`config.mk`:
```
export PLATFORM = sky130hd
export DESIGN_NAME = aabbp_cell
export DESIGN_NICKNAME = d
export VERILOG_FILES = /design/src/sv/aabbp_pkg.sv /design/src/sv/aabbp_cell.sv
export SDC_FILE = /design/constraint.sdc
export NUM_CORES = 1
export LEC_CHECK = 0
export ABC_AREA = 1
export BUFFER_PORTS_ARGS = -buffer_cell sky130_fd_sc_hd__buf_2
export CORE_UTILIZATION = 50
export DETAILED_ROUTE_END_ITERATION = 8
export GPL_ROUTABILITY_DRIVEN = 0
export PLACE_DENSITY_LB_ADDON = 0.12
export SLEW_MARGIN = 20
export SYNTH_ARGS = -nofsm -noshare
export SYNTH_HDL_FRONTEND = slang
export SYNTH_SLANG_ARGS = --single-unit
```
`constraint.sdc`:
```
create_clock -name i_clk -period 8.2 [get_ports i_clk]
set_input_delay 0.82 -clock i_clk [delete_from_list [all_inputs] [get_ports i_clk]]
set_output_delay 0.82 -clock i_clk [all_outputs]
set_load 0.1 [all_outputs]
```
`src/sv/aabbp_pkg.sv`:
```
// shared types and constants for the aabb push-out block
`default_nettype none

package aabbp_pkg;

    localparam int unsigned MAX_OBSTACLES_DEF = 64;
    localparam int unsigned WALK_CAP          = 64;
    localparam int unsigned POS_W             = 20;
    localparam int unsigned SIZE_W            = 18;
    localparam int unsigned IDX_W             = 6;
    localparam int unsigned CNT_W             = 7;
    localparam int unsigned DIR_W             = 2;
    localparam int unsigned S_TDATA_W         = 88;
    localparam int unsigned M_TDATA_W         = 48;

    localparam logic ACT_LOAD    = 1'b0;
    localparam logic ACT_RESOLVE = 1'b1;

    localparam logic [DIR_W-1:0] DIR_UP    = 2'd0;
    localparam logic [DIR_W-1:0] DIR_DOWN  = 2'd1;
    localparam logic [DIR_W-1:0] DIR_LEFT  = 2'd2;
    localparam logic [DIR_W-1:0] DIR_RIGHT = 2'd3;

    // object box travelling along the cell row
    typedef struct packed {
        logic                     valid;
        logic signed [POS_W-1:0]  x;
        logic signed [POS_W-1:0]  y;
        logic        [SIZE_W-1:0] w;
        logic        [SIZE_W-1:0] h;
    } t_tok;

    // one obstacle write towards the cells
    typedef struct packed {
        logic                     wr;
        logic        [IDX_W-1:0]  idx;
        logic signed [POS_W-1:0]  cx;
        logic signed [POS_W-1:0]  cy;
        logic        [SIZE_W-1:0] sx;
        logic        [SIZE_W-1:0] sy;
    } t_load;

    typedef enum logic [1:0] {
        ST_IDLE,
        ST_WALK,
        ST_FLUSH
    } t_state;

endpackage

`default_nettype wire

```
`src/sv/aabbp_cell.sv`:
```
// one obstacle cell: stores a box, tests the passing object and pushes it out
`default_nettype none

module aabbp_cell #(
    parameter int unsigned IDX = 0
) (
    input  wire                            i_clk,
    input  wire                            i_rst_n,
    input  wire                            i_adv,
    input  wire [aabbp_pkg::CNT_W-1:0]     i_count,
    input  aabbp_pkg::t_load               i_load,
    input  aabbp_pkg::t_tok                i_tok,
    output aabbp_pkg::t_tok                o_tok,
    output logic                           o_hit,
    output logic [aabbp_pkg::DIR_W-1:0]    o_dir
);

    localparam int unsigned CNT_W = aabbp_pkg::CNT_W;

    logic signed [aabbp_pkg::POS_W-1:0]  r_cx, r_cy;
    logic        [aabbp_pkg::SIZE_W-1:0] r_sx, r_sy;
    aabbp_pkg::t_tok                     r_tok, n_tok;
    logic                                r_hit, n_hit;
    logic [aabbp_pkg::DIR_W-1:0]         r_dir, n_dir;

    logic [18:0]        sum_x, sum_y;
    logic signed [20:0] dif_x, dif_y;
    logic [20:0]        abs_x, abs_y;
    logic [21:0]        dbl_x, dbl_y;
    logic               ov_x, ov_y, ypush, cgt, active;
    logic [21:0]        pen_x, pen_y;
    logic [18:0]        pen;
    logic [19:0]        pen_r;
    logic [18:0]        mag;
    logic signed [19:0] coord;
    logic signed [21:0] moved;
    logic signed [19:0] sat;

    always_comb begin
        sum_x = {1'b0, r_sx} + {1'b0, i_tok.w};
        sum_y = {1'b0, r_sy} + {1'b0, i_tok.h};
        dif_x = {r_cx[19], r_cx} - {i_tok.x[19], i_tok.x};
        dif_y = {r_cy[19], r_cy} - {i_tok.y[19], i_tok.y};
        abs_x = dif_x[20] ? 21'(-dif_x) : 21'(dif_x);
        abs_y = dif_y[20] ? 21'(-dif_y) : 21'(dif_y);
        dbl_x = {abs_x, 1'b0};
        dbl_y = {abs_y, 1'b0};
        ov_x  = {3'b000, sum_x} > dbl_x;
        ov_y  = {3'b000, sum_y} > dbl_y;
        pen_x = {3'b000, sum_x} - dbl_x;
        pen_y = {3'b000, sum_y} - dbl_y;
        ypush = pen_x[18:0] > pen_y[18:0];
        pen   = ypush ? pen_y[18:0] : pen_x[18:0];
        // half penetration, a half step rounds up
        pen_r = {1'b0, pen} + 20'd1;
        mag   = pen_r[19:1];
        coord = ypush ? i_tok.y : i_tok.x;
        cgt   = ypush ? (r_cy > i_tok.y) : (r_cx > i_tok.x);
        moved = cgt ? ({{2{coord[19]}}, coord} - {3'b000, mag})
                    : ({{2{coord[19]}}, coord} + {3'b000, mag});
        if (moved > 22'sd524287) begin
            sat = 20'sd524287;
        end else if (moved < -22'sd524288) begin
            sat = -20'sd524288;
        end else begin
            sat = moved[19:0];
        end
        active = i_tok.valid && (CNT_W'(IDX) < i_count);
        n_hit  = active && ov_x && ov_y;
        n_tok  = i_tok;
        if (n_hit) begin
            if (ypush) begin
                n_tok.y = sat;
            end else begin
                n_tok.x = sat;
            end
        end
        unique case ({ypush, cgt})
            2'b11:   n_dir = aabbp_pkg::DIR_DOWN;
            2'b10:   n_dir = aabbp_pkg::DIR_UP;
            2'b01:   n_dir = aabbp_pkg::DIR_RIGHT;
            default: n_dir = aabbp_pkg::DIR_LEFT;
        endcase
    end

    always_ff @(posedge i_clk) begin
        if (i_load.wr && (i_load.idx == aabbp_pkg::IDX_W'(IDX))) begin
            r_cx <= i_load.cx;
            r_cy <= i_load.cy;
            r_sx <= i_load.sx;
            r_sy <= i_load.sy;
        end
    end

    always_ff @(posedge i_clk) begin
        if (!i_rst_n) begin
            r_tok.valid <= 1'b0;
            r_hit       <= 1'b0;
        end else if (i_adv) begin
            r_tok <= n_tok;
            r_hit <= n_hit;
        end
    end

    always_ff @(posedge i_clk) begin
        if (i_adv) begin
            r_dir <= n_dir;
        end
    end

    assign o_tok = r_tok;
    assign o_hit = r_hit && r_tok.valid;
    assign o_dir = r_dir;

endmodule

`default_nettype wire

```
==> results.tsv <==
stage	metric	value	unit
status	outcome	finished with violations	
status	failing checks	negative setup slack	
synthesis	Synth cell types	53	
synthesis	synth top area cells	edfxtp_1 (31%), nand2_1 (14%), ha_1 (13%), inv_1 (6.9%), xor2_1 (6.0%)	
timing	Hold Violations, Final	0	
final_layout	non-filler cells, final	3260	
final_layout	Util after Layout	0.762	
timing	fin crit period	9.32	ns
routing	Detailed Routing Iterations Pass 1	7	
routing	DR iter-0 viols	1279	
routing	drt via density	5.20	
setup_path	Slowest cell on crit path	ha_1	
synthesis	Top FF cell, synth	edfxtp_1	
synthesis	leading cell type by number of instances after synthesis	nand2_1	
synthesis	post-synthesis mux area share	0.000663	
synthesis	post-synthesis adder-cell area fraction	0.141	
routing	drt drc	0	
timing	Worst-Margin Slew	0.873	ns
final_layout	Fill cells	2197	
setup_path	setup slack, reg-to-reg	-1.05	ns
synthesis	post-synthesis xor/xnor area fraction	0.0853	
routing	WL/cell	15.2	um
clocking	root buffer cell	clkbuf_16	
routing	Detailed Route WL	49.6	mm
grt	total gr overflow	0	
synthesis	area leader, netlist	edfxtp_1	
setup_path	WS Path Type	input port to register	
setup_path	Crit path top cell by count	nand2_1	
synthesis	main combinational cell family by area after synthesis	simple AND/OR/NAND/NOR gates	
setup_path	CP max FO	7	
synthesis	Synth Area per Inst	7.46	um2
setup_path	CP peak stage delay	0.34	ns
floorplanning	Ports	250	
synthesis	yosys warns	0	
floorplanning	die area	0.0309	mm2
synthesis	number of synthesized flops with an enable pin	154	
timing	Setup Skew	0.0133	ns
clocking	worst skew pair latency	0.47	ns
final_layout	Final #Nets	3192	
grt	vias in the first global route	16300	
setup_path	CP required	8.43	ns
synthesis	asr flop ratio synth	0	
grt	GRT Total Usage	0.313	
synthesis	Compound-Gate Fraction of Synth Area	0.0988	
place	hpwl dp	37.9	mm
setup_path	Critical Path AT	9.55	ns
final_layout	Reg area	0.00466	mm2
timing	Final Slew Violations	0	
place	port buffer count	249	
synthesis	Synth top cells by count	nand2_1 (581), inv_1 (279), ha_1 (159)	
synthesis	post-synthesis simple-gate area fraction	0.283	
routing	antenna-violating nets left	0	
timing	final period utilization	1.14	
grt	first-pass GRT wire length	75.8	mm
timing	RSZ-0062 raised after global routing	true	
floorplanning	row count	63	
place	Placed Cells	3171	
grt	initial antenna violation count	1	
setup_path	Worst setup SP type	input port	
final_layout	Final Cell Area	0.0226	mm2
synthesis	#FFs+latches synth	156	
timing	Slew headroom	0.403	
grt	pin count of the biggest net entering global routing	77	
setup_path	kind of end point of the critical path	register	
final_layout	layout cell share with drive strength beyond 1	0.382	
floorplanning	Die H	176	um
synthesis	Syn Nets	2360	
synthesis	Seq/Total Area, Yosys	0.309	
timing	Setup violations, final	40	
place	area of placed instances	0.0208	mm2
routing	Vias	16900	
timing	fmax	107	MHz
timing	final worst slack	-1.12	ns
floorplanning	chip width	176	um
clocking	Max clock buf depth	2	
clocking	Reg clk slew, reported paths	0.07	ns
job	max-cap violation count	0	
floorplanning	core area	0.0296	mm2
hold_path	Hold Path Class	input port to register	
synthesis	Post-Synthesis Cell Area	0.0151	mm2
synthesis	area share of the largest cell type after synthesis	0.306	
clocking	TritonCTS clock tree	done	
synthesis	Cells after Synth	2024	
clocking	clock sinks	156	
final_layout	Area Growth Syn to Fin	49.7	%
final_layout	Multi-input gate area	0.0100	mm2
clocking	H-tree levels	4	
clocking	CTS buffer count	17	
floorplanning	Initial Utilization	0.509	
==> timing repair <==
action | CTS | global route
buffers inserted | 37 | 15
endpoints found under the setup margin | 40 | 40
hold buffers | 0 | 0
cloned | 3 | 0
pin swaps | 22 | 61
resized for setup | 71 | 98
endpoints found under the hold margin | 0 | 0
==> kinds of logic (layout without fill, tap and decap cells) <==
group           count (synthesis)  after routing
compound gates                266            266
xor+xnor                      147            147
fa+ha+maj                     166            166
buf+inv                       313           1156
flops                         156            156
mux                             1              1
other cells                     0              1
simple gates                  975            977
==> stage by stage <==
stage / setup slack (ns) / setup TNS (ns) / hold WS (ns)
after floorplan: -0.383 / -12.68 / 0.501
after global placement: -1.17 / -45.64 / 0.523
after detailed placement: -1.50 / -57.60 / 0.533
after CTS: -0.658 / -24.78 / 0.508
after global routing: -1.66 / -64.90 / 0.514
final: -1.12 / -42.91 / 0.523
==> routing by layer <==
| layer | part of all wire | GRT usage |
|---|---|---|
| met5 | 0.00018 | 0 |
| met4 | 0.040 | 0.147 |
| met3 | 0.062 | 0.0489 |
| met2 | 0.50 | 0.565 |
| met1 | 0.40 | 0.359 |
==> worst max-delay path, delay by kind of cell <==
family / cells / cell delay [ns]
simple gates: 31 / 3.32
fa+ha+maj: 7 / 1.74
buf+inv: 10 / 1.41
compound gates: 8 / 1.22
xor+xnor: 6 / 1.04
==> placed cells by master, fill, tap and decap left out, types with 90 or more instances in the layout <==
cell      instances
buf_4           578
inv_1           274
buf_2           248
nand2_1         534
nand3_1          95
edfxtp_1        154
xor2_1           90
nor2_1          112
a21oi_1         112
ha_1            149
==> registers in the layout (all words and copies together), names as in the netlist <==
| signal | count |
|---|---|
| r_sx | 18 |
| r_cx | 20 |
| o_dir | 2 |
| r_hit | 1 |
| r_cy | 20 |
| r_sy | 18 |
| o_tok | 77 |
==> path summary, 6_finish.rpt <==
check	cells after the start	end	from
worst max-delay path	62	o_tok[64]$_DFFE_PP_	i_tok[56]
worst min-delay path	1	r_cx[11]$_DFFE_PP_	i_load[67]
worst max register to register	62	o_tok[64]$_DFFE_PP_	r_cx[0]$_DFFE_PP_
worst min register to register	2	o_tok[76]$_SDFFE_PN0P_	o_tok[76]$_SDFFE_PN0P_
==> layout make-up <==
cell class	instances	share of cell area
Tap cell	390	0.0216
Clock buffer	17	0.0188
Antenna cell	1	0.000111
Timing Repair Buffer	835	0.253
Inverter	289	0.0481
Sequential cell	156	0.207
Clock inverter	15	0.00731
Multi-Input combinational cell	1557	0.444
Power is not shown: default switching activity piles up to over one toggle a cycle in this logic, so the estimate is an artifact.
